==> config.mk <==
export PLATFORM = sky130hd
export DESIGN_NAME = morse_encode_decode_unit
export DESIGN_NICKNAME = d
export VERILOG_FILES = /design/src/hdl/mecd_pkg.sv /design/src/hdl/mecd_front.sv /design/src/hdl/mecd_queue.sv /design/src/hdl/mecd_back.sv /design/src/hdl/morse_encode_decode_unit.sv
export SDC_FILE = /design/constraint.sdc
export NUM_CORES = 1
export LEC_CHECK = 0
export BUFFER_PORTS_ARGS = -buffer_cell sky130_fd_sc_hd__buf_2
export CAP_MARGIN = 5
export CORE_ASPECT_RATIO = 1.4
export CORE_MARGIN = 2
export CORE_UTILIZATION = 45
export CTS_CLUSTER_DIAMETER = 80
export DETAILED_ROUTE_END_ITERATION = 8
export GPL_ROUTABILITY_DRIVEN = 0
export HOLD_SLACK_MARGIN = 0.1
export SYNTH_ARGS = -nofsm -noshare
export SYNTH_HDL_FRONTEND = slang
export SYNTH_SLANG_ARGS = --single-unit
==> constraint.sdc <==
create_clock -name clk -period 2.6 [get_ports clk]
set_input_delay 0.13 -clock clk [delete_from_list [all_inputs] [get_ports clk]]
set_output_delay 0.13 -clock clk [all_outputs]
set_load 0.02 [all_outputs]
==> src/hdl/mecd_pkg.sv <==
package mecd_pkg;

	// Result kinds as carried on m_tuser
	localparam logic [2:0] KIND_DOT    = 3'd0;
	localparam logic [2:0] KIND_DASH   = 3'd1;
	localparam logic [2:0] KIND_GAP    = 3'd2;
	localparam logic [2:0] KIND_LETTER = 3'd3;
	localparam logic [2:0] KIND_ERROR  = 3'd4;

	// Modes as carried on s_tuser
	localparam logic FUNC_ENCODE = 1'b0;
	localparam logic FUNC_DECODE = 1'b1;

	localparam logic [7:0] CHAR_SPACE  = 8'h20;
	localparam logic [7:0] CHAR_DASH   = 8'h2D;
	localparam logic [7:0] CHAR_DOT    = 8'h2E;
	localparam logic [7:0] CHAR_UP_A   = 8'h41;
	localparam logic [7:0] CHAR_UP_Z   = 8'h5A;
	localparam logic [7:0] CHAR_LO_A   = 8'h61;
	localparam logic [7:0] CHAR_LO_Z   = 8'h7A;
	localparam logic [7:0] CASE_OFFSET = 8'h20;

	localparam int          NUM_LETTERS = 26;
	localparam logic [2:0]  TOKEN_MAX   = 3'd4;

	// Per letter {length, code}; code bit i is symbol i, 1 = dash
	localparam logic [6:0] MORSE_TAB [NUM_LETTERS] = '{
		{3'd2, 4'd2},  {3'd4, 4'd1},  {3'd4, 4'd5},  {3'd3, 4'd1},  {3'd1, 4'd0},
		{3'd4, 4'd4},  {3'd3, 4'd3},  {3'd4, 4'd0},  {3'd2, 4'd0},  {3'd4, 4'd14},
		{3'd3, 4'd5},  {3'd4, 4'd2},  {3'd2, 4'd3},  {3'd2, 4'd1},  {3'd3, 4'd7},
		{3'd4, 4'd6},  {3'd4, 4'd11}, {3'd3, 4'd2},  {3'd3, 4'd0},  {3'd1, 4'd1},
		{3'd3, 4'd4},  {3'd4, 4'd8},  {3'd3, 4'd6},  {3'd4, 4'd9},  {3'd4, 4'd13},
		{3'd4, 4'd3}
	};

	// One unit of work for the emitter: len symbols from code, then one
	// closing result of the given kind and letter.
	typedef struct packed {
		logic [3:0] code;
		logic [2:0] len;
		logic [2:0] kind;
		logic [7:0] letter;
	} job_t;

	// Returns {hit, letter} for a token
	function automatic logic [8:0] morse_lookup(input logic [2:0] len, input logic [3:0] code);
		logic [8:0] r;
		r = '0;
		for (int i = 0; i < NUM_LETTERS; i++) begin
			if (MORSE_TAB[i] == {len, code})
				r = {1'b1, CHAR_UP_A + 8'(i)};
		end
		return r;
	endfunction

endpackage

==> src/hdl/mecd_front.sv <==
module mecd_front
	import mecd_pkg::*;
(
	input  logic       clk,
	input  logic       arst_n,
	input  logic       acc,
	input  logic       func,
	input  logic [7:0] char_in,
	input  logic       end_of_text,
	output logic       push,
	output job_t       job
);

	logic [3:0] tok_code_q;
	logic [2:0] tok_len_q;
	logic       tok_ovf_q;

	logic [3:0] tok_code_n;
	logic [2:0] tok_len_n;
	logic       tok_ovf_n;
	logic [3:0] cl_code;
	logic [2:0] cl_len;
	logic       cl_ovf;
	logic       do_close;
	logic       want;
	logic [7:0] up;
	logic [4:0] idx;
	logic [6:0] ent;
	logic [8:0] hit;

	always_comb begin
		tok_code_n = tok_code_q;
		tok_len_n  = tok_len_q;
		tok_ovf_n  = tok_ovf_q;
		cl_code    = tok_code_q;
		cl_len     = tok_len_q;
		cl_ovf     = tok_ovf_q;
		do_close   = 1'b0;
		want       = 1'b0;
		job        = '0;
		up         = char_in;
		if (char_in >= CHAR_LO_A && char_in <= CHAR_LO_Z)
			up = char_in - CASE_OFFSET;
		idx = 5'(up - CHAR_UP_A);
		ent = MORSE_TAB[idx];

		if (func == FUNC_ENCODE) begin
			want = 1'b1;
			if (up >= CHAR_UP_A && up <= CHAR_UP_Z) begin
				job.code = ent[3:0];
				job.len  = ent[6:4];
				job.kind = KIND_GAP;
			end else if (up == CHAR_SPACE) begin
				job.kind = KIND_GAP;
			end else begin
				job.kind = KIND_ERROR;
			end
		end else if (char_in == CHAR_DOT || char_in == CHAR_DASH) begin
			// append a symbol, or mark overflow past four
			if (tok_len_q < TOKEN_MAX) begin
				if (char_in == CHAR_DASH)
					cl_code = tok_code_q | (4'd1 << tok_len_q[1:0]);
				cl_len = tok_len_q + 3'd1;
			end else begin
				cl_ovf = 1'b1;
			end
			tok_code_n = cl_code;
			tok_len_n  = cl_len;
			tok_ovf_n  = cl_ovf;
			do_close   = end_of_text;
		end else if (char_in == CHAR_SPACE) begin
			do_close = 1'b1;
		end else begin
			tok_code_n = '0;
			tok_len_n  = '0;
			tok_ovf_n  = 1'b0;
			want       = 1'b1;
			job.kind   = KIND_ERROR;
		end

		hit = morse_lookup(cl_len, cl_code);
		if (do_close) begin
			tok_code_n = '0;
			tok_len_n  = '0;
			tok_ovf_n  = 1'b0;
			if (cl_len != 3'd0 || cl_ovf) begin
				want = 1'b1;
				if (!cl_ovf && hit[8]) begin
					job.kind   = KIND_LETTER;
					job.letter = hit[7:0];
				end else begin
					job.kind = KIND_ERROR;
				end
			end
		end
		push = acc && want;
	end

	always_ff @(posedge clk or negedge arst_n) begin
		if (!arst_n) begin
			tok_code_q <= '0;
			tok_len_q  <= '0;
			tok_ovf_q  <= 1'b0;
		end else if (acc) begin
			tok_code_q <= tok_code_n;
			tok_len_q  <= tok_len_n;
			tok_ovf_q  <= tok_ovf_n;
		end
	end

endmodule

==> src/hdl/mecd_queue.sv <==
module mecd_queue
	import mecd_pkg::*;
#(
	parameter int DEPTH = 4
) (
	input  logic clk,
	input  logic arst_n,
	input  logic push,
	input  job_t wr_job,
	output logic full,
	input  logic pop,
	output logic valid,
	output job_t rd_job
);

	localparam int PTR_W = (DEPTH > 1) ? $clog2(DEPTH) : 1;
	localparam int CNT_W = $clog2(DEPTH + 1);

	job_t             mem_q [DEPTH];
	logic [PTR_W-1:0] wr_ptr_q;
	logic [PTR_W-1:0] rd_ptr_q;
	logic [CNT_W-1:0] cnt_q;

	assign full   = (cnt_q == CNT_W'(DEPTH));
	assign valid  = (cnt_q != '0);
	assign rd_job = mem_q[rd_ptr_q];

	function automatic logic [PTR_W-1:0] nxt(input logic [PTR_W-1:0] p);
		return (p == PTR_W'(DEPTH - 1)) ? '0 : p + PTR_W'(1);
	endfunction

	always_ff @(posedge clk) begin
		if (push)
			mem_q[wr_ptr_q] <= wr_job;
	end

	always_ff @(posedge clk or negedge arst_n) begin
		if (!arst_n) begin
			wr_ptr_q <= '0;
			rd_ptr_q <= '0;
			cnt_q    <= '0;
		end else begin
			if (push)
				wr_ptr_q <= nxt(wr_ptr_q);
			if (pop)
				rd_ptr_q <= nxt(rd_ptr_q);
			if (push && !pop)
				cnt_q <= cnt_q + CNT_W'(1);
			else if (pop && !push)
				cnt_q <= cnt_q - CNT_W'(1);
		end
	end

	a_no_overfill: assert property (@(posedge clk) disable iff (!arst_n)
		cnt_q <= CNT_W'(DEPTH)) else $error("queue count past depth");
	a_no_push_full: assert property (@(posedge clk) disable iff (!arst_n)
		!(push && full && !pop)) else $error("push into full queue");

endmodule

==> src/hdl/mecd_back.sv <==
module mecd_back
	import mecd_pkg::*;
(
	input  logic       clk,
	input  logic       arst_n,
	input  logic       q_valid,
	input  job_t       q_job,
	output logic       pop,
	output logic       m_tvalid,
	input  logic       m_tready,
	output logic [7:0] m_tdata,
	output logic [2:0] m_tuser,
	output logic       m_tlast
);

	logic       cur_valid_q;
	job_t       cur_q;
	logic [2:0] idx_q;
	logic       out_valid_q;
	logic [7:0] out_letter_q;
	logic [2:0] out_kind_q;
	logic       out_last_q;

	logic       out_free;
	logic       emit;
	logic       fin;

	assign out_free = !out_valid_q || m_tready;
	assign emit     = cur_valid_q && out_free;
	assign fin      = (idx_q == cur_q.len);
	assign pop      = q_valid && (!cur_valid_q || (emit && fin));

	always_ff @(posedge clk or negedge arst_n) begin
		if (!arst_n) begin
			cur_valid_q <= 1'b0;
			idx_q       <= '0;
			out_valid_q <= 1'b0;
		end else begin
			if (pop) begin
				cur_valid_q <= 1'b1;
				idx_q       <= '0;
			end else if (emit) begin
				if (fin)
					cur_valid_q <= 1'b0;
				else
					idx_q <= idx_q + 3'd1;
			end
			if (emit)
				out_valid_q <= 1'b1;
			else if (m_tready)
				out_valid_q <= 1'b0;
		end
	end

	always_ff @(posedge clk) begin
		if (pop)
			cur_q <= q_job;
		if (emit) begin
			if (fin) begin
				out_kind_q   <= cur_q.kind;
				out_letter_q <= cur_q.letter;
				out_last_q   <= 1'b1;
			end else begin
				out_kind_q   <= cur_q.code[idx_q[1:0]] ? KIND_DASH : KIND_DOT;
				out_letter_q <= '0;
				out_last_q   <= 1'b0;
			end
		end
	end

	assign m_tvalid = out_valid_q;
	assign m_tdata  = out_letter_q;
	assign m_tuser  = out_kind_q;
	assign m_tlast  = out_last_q;

	a_idx_in_range: assert property (@(posedge clk) disable iff (!arst_n)
		cur_valid_q |-> idx_q <= cur_q.len) else $error("symbol index past job length");
	a_len_in_range: assert property (@(posedge clk) disable iff (!arst_n)
		cur_valid_q |-> cur_q.len <= TOKEN_MAX) else $error("job longer than four symbols");
	a_close_kind: assert property (@(posedge clk) disable iff (!arst_n)
		cur_valid_q |-> (cur_q.kind == KIND_GAP || cur_q.kind == KIND_LETTER ||
			cur_q.kind == KIND_ERROR)) else $error("bad closing kind in job");

endmodule

==> src/hdl/morse_encode_decode_unit.sv <==
// Streaming Morse codec for the letters A to Z.
// Input channel (s_*): one ASCII byte per transfer on s_tdata, mode on s_tuser
// (0 encode, 1 decode), s_tlast marks the final character of a text.
// Output channel (m_*): one result per transfer; m_tuser is the kind (dot, dash,
// gap, letter, error), m_tdata the decoded letter or zero, m_tlast set on the
// last result caused by an input.
// Encode: a letter (either case) gives its symbols then a gap, a space one gap,
// anything else one error. Decode: dots and dashes build a token of up to four
// symbols; a space or s_tlast closes it into a letter or an error.
// Path: a job passes the job queue and the current-job register; each of its
// results is registered at the output. An input gives 1 to 5 results (a letter
// of four symbols being the longest); inputs that give no result cost nothing
// on the output side. The result emitter, one result per cycle while m_tready
// does not stall it, sets the rate. The front takes one input per cycle while
// the job queue has room, so input and output stall independently: a stalled
// m_tready holds the output register, fills the queue, and then drops s_tready.
// Reset clears the decode token, the queue and the output register.
module morse_encode_decode_unit
	import mecd_pkg::*;
#(
	parameter int QUEUE_DEPTH = 4
) (
	input  logic       clk,
	input  logic       arst_n,
	input  logic       s_tvalid,
	output logic       s_tready,
	input  logic [7:0] s_tdata,   // [7:0] char_in
	input  logic       s_tuser,   // [0] func
	input  logic       s_tlast,   // end_of_text
	output logic       m_tvalid,
	input  logic       m_tready,
	output logic [7:0] m_tdata,   // [7:0] letter
	output logic [2:0] m_tuser,   // [2:0] kind
	output logic       m_tlast    // last
);

	logic q_full;
	logic q_valid;
	logic q_push;
	logic q_pop;
	logic acc;
	job_t wr_job;
	job_t rd_job;

	// accept whenever the queue can take a job
	assign s_tready = !q_full;
	assign acc      = s_tvalid && s_tready;

	mecd_front u_front (
		.clk         (clk),
		.arst_n      (arst_n),
		.acc         (acc),
		.func        (s_tuser),
		.char_in     (s_tdata),
		.end_of_text (s_tlast),
		.push        (q_push),
		.job         (wr_job)
	);

	mecd_queue #(
		.DEPTH (QUEUE_DEPTH)
	) u_queue (
		.clk    (clk),
		.arst_n (arst_n),
		.push   (q_push),
		.wr_job (wr_job),
		.full   (q_full),
		.pop    (q_pop),
		.valid  (q_valid),
		.rd_job (rd_job)
	);

	mecd_back u_back (
		.clk      (clk),
		.arst_n   (arst_n),
		.q_valid  (q_valid),
		.q_job    (rd_job),
		.pop      (q_pop),
		.m_tvalid (m_tvalid),
		.m_tready (m_tready),
		.m_tdata  (m_tdata),
		.m_tuser  (m_tuser),
		.m_tlast  (m_tlast)
	);

endmodule
==> impl_results.md, run 1 <==
* Result of the run: finished with violations
* Failing checks: setup timing
* Top cell type's share of synthesized area at 0.466
* Slew HR at 0.466
* DRC violation count after routing at 0
* Proportion of power drawn by combinational gates at 0.265
* Maximum frequency from static timing analysis at 378 MHz
* Final cell count without fillers at 734
* Die area at approximately 14000 sq um
* Leading cell type in the layout, fill and taps excluded: edfxtp_1
* Sequential share of the synthesized area at 0.552
* Iteration-0 DRC count of the detailed router at 190
* Number of I/O port buffers at 25
* Ys Warns at 0
* Sinks on the clock net at 110
* Min cycle time layout at about 2.6 ns
* Share of the clock period used by the worst path at 1.02
* Remaining antenna violation count at 0
* Final number of hold-violating endpoints at 0
* Site row count at slightly below 50
* Worst supply voltage drop on vdd at about 0.00036 V
* Root Buffer: clkbuf_16
* DRT Pass-1 Iters at 4
* Post-detail-place hpwl at about 8.9 mm
* Required time at the worst-slack endpoint at ~2.7 ns
* Chip height at about 140 um
* Initial antenna violation count at 0
* Worst setup path class: reg2reg
* GR Overflow Total at 0
* Category of the worst setup path capture point: register
* Routed vias/inst at around 5.7
* Power per unit of standard cell area at 726 nW/um^2
* Endpoints failing setup at 8
* First-pass GRT wire length at about 20 mm
* Clock tree from TritonCTS: done
* Effective utilization at floorplan at 0.455
* Critical path startpoint category: register
* Total Routing Usage GR at 0.187
* Vias at 4158
* Count of H-tree levels built during CTS at 3
* Switching share of power at 0.279
* Average wire per cell in the routed design at between 15 and 20 um
* Biggest fanout along the worst timing path at 6
* Flip-flop and latch area at approximately 3200 sq um
* Number of buffers created by CTS at 9
* Path category of the worst min-delay check: in2reg
* Share of flip-flops with an asynchronous set or reset after synthesis at 0.182
* ANT cells at 0
* Synth Cell Area at about 5800 sq um
* Cell types occupying the most area after synthesis: edfxtp_1 (47%), dfrtp_1 (8.6%), mux4_2 (6.6%), ha_1 (4.5%), a21oi_1 (2.3%)
* Proportion of power drawn by the clock network at 0.266
* Post-Route WL at 12.4 mm
* Fin Hold WS at between 0.2 and 0.3 ns
* Sequential cell fraction of total power at 0.469
* Syn avg cell area at around 12 sq um
* Pin count of the biggest net entering global routing at 22
* Cells after synthesis at about 470
* Count of filler cells inserted in the layout at just over 1k
* Clock latency on the worst-skew pair at about 0.35 ns
* Yosys top cell by area: edfxtp_1
* Number of synthesized flops with an enable pin at 90
* Final-report max-slew violation count at 0
* Data arrival at the endpoint of the critical path at about 2.8 ns
* Dominant register cell in the synthesized netlist: edfxtp_1
* Flop2flop setup slack at -0.05 ns
* Area added between synthesis and finish at 30.1%
* Unique cell type count in the Yosys netlist at between 70 and 80
* Area taken by multi-input logic gates at 2800 sq um
* Post-route setup slack at -0.0460 ns
* Internal portion of total power at a little under 0.004 W
* Transition time of the tightest slew-check pin at around 0.8 ns
* Leak pwr at ~2.8 nW
* Total placed cells including tap cells at ~700
* Longest Clk Path Bufs at 2
* Via count of the first global-routing pass at approximately 4.2k
* Commonest non-fill, non-tap cells in the layout: edfxtp_1 (90), buf_4 (85), nor2_1 (34)
* Fin nets at a little over 600
* Share of final-layout standard cells stronger than drive strength 1 at 0.382
* Clock-pin slew of the registers on the worst-case setup and hold paths at ~0.070 ns
* Flip-flop and latch count after synthesis at 110
* Die width at 100 um
* Max-cap check violation count at 0
* RSZ-0062 raised after global routing: true
* Switching component of the power at roughly 0.0015 W
* Number of top-level design ports at 28
* Layout Skew at ~0.0086 ns
* Placeable core region at ~13000 sq um
[critical path: stages, from the launching register on]
cell     delay, ns
dfrtp_2       0.38
inv_2         0.06
ha_2          0.18
and4b_2       0.26
a31oi_4       0.24
buf_6         0.14
nor3_2        0.03
and3_4        0.19
nor4_4        0.36
a41oi_4       0.23
or2_4         0.32
[power groups by stage]
stage	Combinational, W	Sequential [W]	Clock [W]
after floorplan	0.00100	0.00259	0
after global placement	0.00143	0.00260	0
after detailed placement	0.00147	0.00262	0
after CTS	0.00148	0.00258	0.00149
after global routing	0.00161	0.00261	0.00155
final	0.00145	0.00257	0.00146
[area by class of cell]
class | count | area share
timing repair buffer | 125 | 0.129
multi-input combinational | 314 | 0.370
clock inverter | 7 | 0.0124
inverter | 16 | 0.00861
sequential | 110 | 0.424
clock buffer | 9 | 0.0298
tap | 153 | 0.0253
[through the flow]
stage / instance area (sq um) / total power, W / TNS [ns] / util / worst slack, ns
floorplan: 5980 / 0.00359 / -0.368 / - / -0.0702
global placement: 6850 / 0.00402 / -9.96 / 0.537 / -0.332
detailed placement: 6850 / 0.00408 / -11.27 / 0.537 / -0.373
CTS: 7360 / 0.00555 / 0 / 0.577 / 0.000828
global route: 7550 / 0.00577 / -2.94 / 0.592 / -0.134
finish: 7550 / 0.00548 / -0.285 / 0.592 / -0.0460
[cells in the mapped netlist (all sizes together) (3+ instances only)]
library cell,count
or3,3
nand2,27
o311ai,3
edfxtp,90
xnor2,6
and4b,4
nand3b,3
a2111oi,3
a41oi,3
dfrtp,20
ha,21
clkbuf,23
a21oi,27
nor4,4
o32ai,3
mux4,17
xor2,8
nand2b,6
inv,15
nor3,21
a211oi,3
a31o,4
or2,3
nor2,35
and2,16
a31oi,6
buf,6
a221oi,3
o22ai,4
o21ai,21
nand3,9
mux2i,6
mux2,7
a21boi,3
[kinds of logic after synthesis]
family,synth area share
buffers and inverters,0.0317
AOI/OAI and AO/OA,0.122
muxes,0.0899
DFF,0.552
and+or+nand+nor,0.134
other,0.000646
adders and majority gates,0.0487
xor gates and xnor gates,0.0211
[final timing paths]
path                                             startpoint                                to  cells past startpoint
max                        u_front.tok_len_q[0]$_DFFE_PN0P_     u_queue.mem_q[1][9]$_DFFE_PP_                     10
min                                                s_tvalid  u_front.tok_len_q[0]$_DFFE_PN0P_                      3
max reg2reg                u_front.tok_len_q[0]$_DFFE_PN0P_     u_queue.mem_q[1][9]$_DFFE_PP_                     10
min reg2reg                  u_back.cur_valid_q$_DFFE_PN0P_       u_back.m_tvalid$_DFFE_PN0P_                      1
max in group asynchronous                            arst_n  u_front.tok_len_q[0]$_DFFE_PN0P_                      2
min in group asynchronous                            arst_n       u_back.idx_q[2]$_DFFE_PN0P_                      2
[repair_timing]
action / 4_1_cts / 5_1_grt
setup buffers: 3 / 10
setup endpoints to repair: 29 / 38
pin swaps: 11 / 18
hold endpoints to repair: 22 / 0
cloned: 0 / 0
gates resized for setup: 27 / 27
hold buffers: 3 / 0
[sequential cells by signal, summed over array words and instances, names as in the netlist, 2 cells and up]
name	flops
u_queue.mem_q	64
u_back.m_tdata	6
u_front.tok_code_q	4
u_back.m_tuser	3
u_queue.wr_ptr_q	2
u_front.tok_len_q	3
u_back.idx_q	3
u_queue.rd_ptr_q	2
u_queue.cnt_q	3
u_back.cur_q	16
[layer usage]
| metal | share of wire | track usage | up-vias |
|---|---|---|---|
| li1 | - | - | 1999 |
| met1 | 0.39 | 0.216 | 2031 |
| met2 | 0.54 | 0.330 | 97 |
| met3 | 0.032 | 0.0283 | 31 |
| met4 | 0.034 | 0.0981 | 0 |
| met5 | 0 | 0 | - |
No activity file was read; power rests on OpenSTA's default activity.
==> run 2, diff against run 1 <==
--- a/config.mk
+++ b/config.mk
@@ -13,7 +13,9 @@
 export CTS_CLUSTER_DIAMETER = 80
 export DETAILED_ROUTE_END_ITERATION = 8
 export GPL_ROUTABILITY_DRIVEN = 0
+export GPL_TIMING_DRIVEN = 0
 export HOLD_SLACK_MARGIN = 0.1
+export PLACE_DENSITY_LB_ADDON = 0.05
 export SYNTH_ARGS = -nofsm -noshare
 export SYNTH_HDL_FRONTEND = slang
 export SYNTH_SLANG_ARGS = --single-unit
==> run 2 against run 1 <==
Effect of this change:
- the run still ends with setup timing left
- hold slack gained 0.023 ns
- fmax shrank 3.7%
- combinational power is essentially flat
- die area is the same
- sequential power shrank 2%
- worst setup slack lost 0.10 ns
- count of clock-buffer cells in the layout is the same
- non-clock buffer count shrank 19
- clock skew grew 0.0019 ns
- first-iteration DRC count grew 34%
- wire length grew 1.7%
- sequential share of layout area grew 0.69 points
==> impl_results.md, run 2 (same netlist as run 1, synthesis figures left out) <==
* Die width at 100 um (unchanged)
* Post-layout utilization of the core at 0.583 (-0.00942)
* Final number of hold-violating endpoints at 0 (unchanged)
* Critical path startpoint category: register
* First-pass GRT wire length at 20.3 mm (+0.17%)
* Fin nets at 593 (-3.1%)
* Die area at 13800 sq um (unchanged)
* Pin count of the biggest net entering global routing at 23 (+4.5%)
* Number of buffers created by CTS at 9 (unchanged)
* DRT Pass-1 Iters at 4 (unchanged)
* Final cell count without fillers at 715 (-2.6%)
* Initial antenna violation count at 0 (unchanged)
* Register containing the most flip-flops in the final layout: u_queue.mem_q
* Via count of the first global-routing pass at 4083 (-2.9%)
* Layout Skew at 0.0104 ns (+0.00187 ns)
* Total power draw at 0.00542 W (-1.2%)
* Data arrival at the endpoint of the critical path at 2.84 ns (+0.09 ns)
* Number of top-level design ports at 28 (unchanged)
* Placeable core region at 12800 sq um (unchanged)
* Worst supply voltage drop on vdd at 0.000345 V (-3.0%)
* Transition time of the tightest slew-check pin at 0.730 ns (-0.0708 ns)
* Post-Route WL at 12.6 mm (+1.7%)
* Most congested layer reported by global routing: met2
* Total Routing Usage GR at 0.187 (about the same)
* Chip height at 138 um (unchanged)
* Result of the run: finished with violations
* Routed vias/inst at 5.73 (+1.2%)
* Worst setup path class: reg2reg
* Total Negative Setup Slacks at -2.09 ns (-1.81 ns)
* Leading cell type in the layout, fill and taps excluded: edfxtp_1
* Min cycle time layout at 2.75 ns (+0.103 ns)
* Commonest non-fill, non-tap cells in the layout: edfxtp_1 (90), buf_4 (52), nor2_1 (34), nand2_1 (25)
* Category of the worst setup path capture point: register
* Slew HR at 0.514 (+0.0472)
* Sinks on the clock net at 110 (unchanged)
* Total placed cells including tap cells at 646 (-8.1%)
* Final-report max-slew violation count at 0 (unchanged)
* Share of final-layout standard cells stronger than drive strength 1 at 0.354 (-0.0280)
* GR Overflow Total at 0 (unchanged)
* Vias at 4097 (-1.5%)
* Post-detail-place hpwl at 8.72 mm (-1.9%)
* Iteration-0 DRC count of the detailed router at 255 (+34%)
* Leak pwr at 2.66 nW (-4.6%)
* Count of H-tree levels built during CTS at 3 (unchanged)
* Path category of the worst min-delay check: in2reg
* Met3 Use GR at 0.0298 (+0.00152)
* Maximum frequency from static timing analysis at 364 MHz (-3.7%)
* Area added between synthesis and finish at 28.0%
* Share of the clock period used by the worst path at 1.06 (+0.0395)
* Average wire per cell in the routed design at 17.7 um (+4.4%)
* Clock-pin slew of the registers on the worst-case setup and hold paths at 0.08 ns (about the same)
* Number of I/O port buffers at 24 (-4.0%)
* Endpoints failing setup at 33 (+25)
* Clock latency on the worst-skew pair at 0.34 ns (about the same)
* Clock tree from TritonCTS: done
* Longest Clk Path Bufs at 2 (unchanged)
* Power per unit of standard cell area at 729 nW/um^2 (+0.39%)
* ANT cells at 0 (unchanged)
* Required time at the worst-slack endpoint at 2.69 ns (about the same)
* RSZ-0062 raised after global routing: true
* Effective utilization at floorplan at 0.455 (unchanged)
* Root Buffer: clkbuf_16
* Site row count at 49 (unchanged)
* DRC violation count after routing at 0 (unchanged)
* Biggest fanout along the worst timing path at 6 (unchanged)
* Max-cap check violation count at 0 (unchanged)
* Met2 global-route usage at 0.338 (+0.00782)
* Met1 Track Usage GR at 0.226 (+0.0101)
* Number of flip-flops in the largest register at 64 (unchanged)
* Post-place instance area at 6290 sq um (-8.2%)
* Failing checks: setup timing
* Post-route setup slack at -0.149 ns (-0.103 ns)
* Remaining antenna violation count at 0 (unchanged)
* Final cell area excluding filler cells at 7430 sq um (-1.6%)
[run 2: report_power, final]
part           internal (W)  total, W  switching [W]  leakage (nW)
Sequential          0.00238   0.00253       0.000147          1.08
Combinational      0.000694   0.00148       0.000790          1.43
Clock              0.000769   0.00140       0.000632         0.150
[run 2: worst max-delay path, cell delays in order (launching register included)]
cell      delay (ns)
dfrtp_2         0.46
inv_4           0.06
ha_2            0.19
and4b_2         0.28
a31oi_4         0.28
nor3_4          0.09
o2111a_1        0.29
nor3_4          0.31
a41oi_4         0.22
or2_4           0.31
[run 2: what timing repair did]
action | 4_1_cts | 5_1_grt
gates resized for setup | 70 | 36
hold buffers | 3 | 0
pin swaps | 21 | 29
gates cloned | 0 | 0
setup endpoints to repair | 115 | 66
setup buffers | 28 | 26
hold endpoints to repair | 22 | 0
[run 2: final timing paths]
kind | startpoint | to | slack [ns] | depth (start not counted)
worst min-delay path | s_tvalid | u_front.tok_len_q[0]$_DFFE_PN0P_ | 0.28 | 3
worst max register to register | u_front.tok_len_q[1]$_DFFE_PN0P_ | u_queue.mem_q[0][9]$_DFFE_PP_ | -0.15 | 9
min in group asynchronous | arst_n | u_queue.cnt_q[1]$_DFFE_PN0P_ | 0.29 | 2
max in group asynchronous | arst_n | u_front.tok_len_q[1]$_DFFE_PN0P_ | 1.92 | 2
worst min register to register | u_queue.cnt_q[2]$_DFFE_PN0P_ | u_queue.cnt_q[2]$_DFFE_PN0P_ | 0.51 | 1
worst max-delay path | u_front.tok_len_q[1]$_DFFE_PN0P_ | u_queue.mem_q[0][9]$_DFFE_PP_ | -0.15 | 9
[run 2: final cells by class]
class	instances	area, sq um
Buffer	27	183
Clock buffer	9	225
Clock inverter	7	86.3
Fill cell	1033	5320
Inverter	16	77.6
Multi-Input combinational cell	314	2900
Sequential cell	110	3210
Tap cell	153	191
Timing Repair Buffer	79	567
[run 2: per-layer routing]
| metal | routed length [um] | vias to the layer above | part of all wire |
|---|---|---|---|
| met5 | 0 | - | 0 |
| met4 | 170 | 0 | 0.013 |
| met3 | 338 | 13 | 0.027 |
| met2 | 6990 | 82 | 0.55 |
| met1 | 5150 | 2041 | 0.41 |
| li1 | - | 1961 | - |
[run 2: per-stage QoR]
step	worst slack, ns	hold WS, ns
final	-0.149	0.282
after global routing	-0.217	0.319
after CTS	-0.117	0.267
after detailed placement	-0.991	0.136
after global placement	-1.04	0.127
after floorplan	-0.0702	-0.166
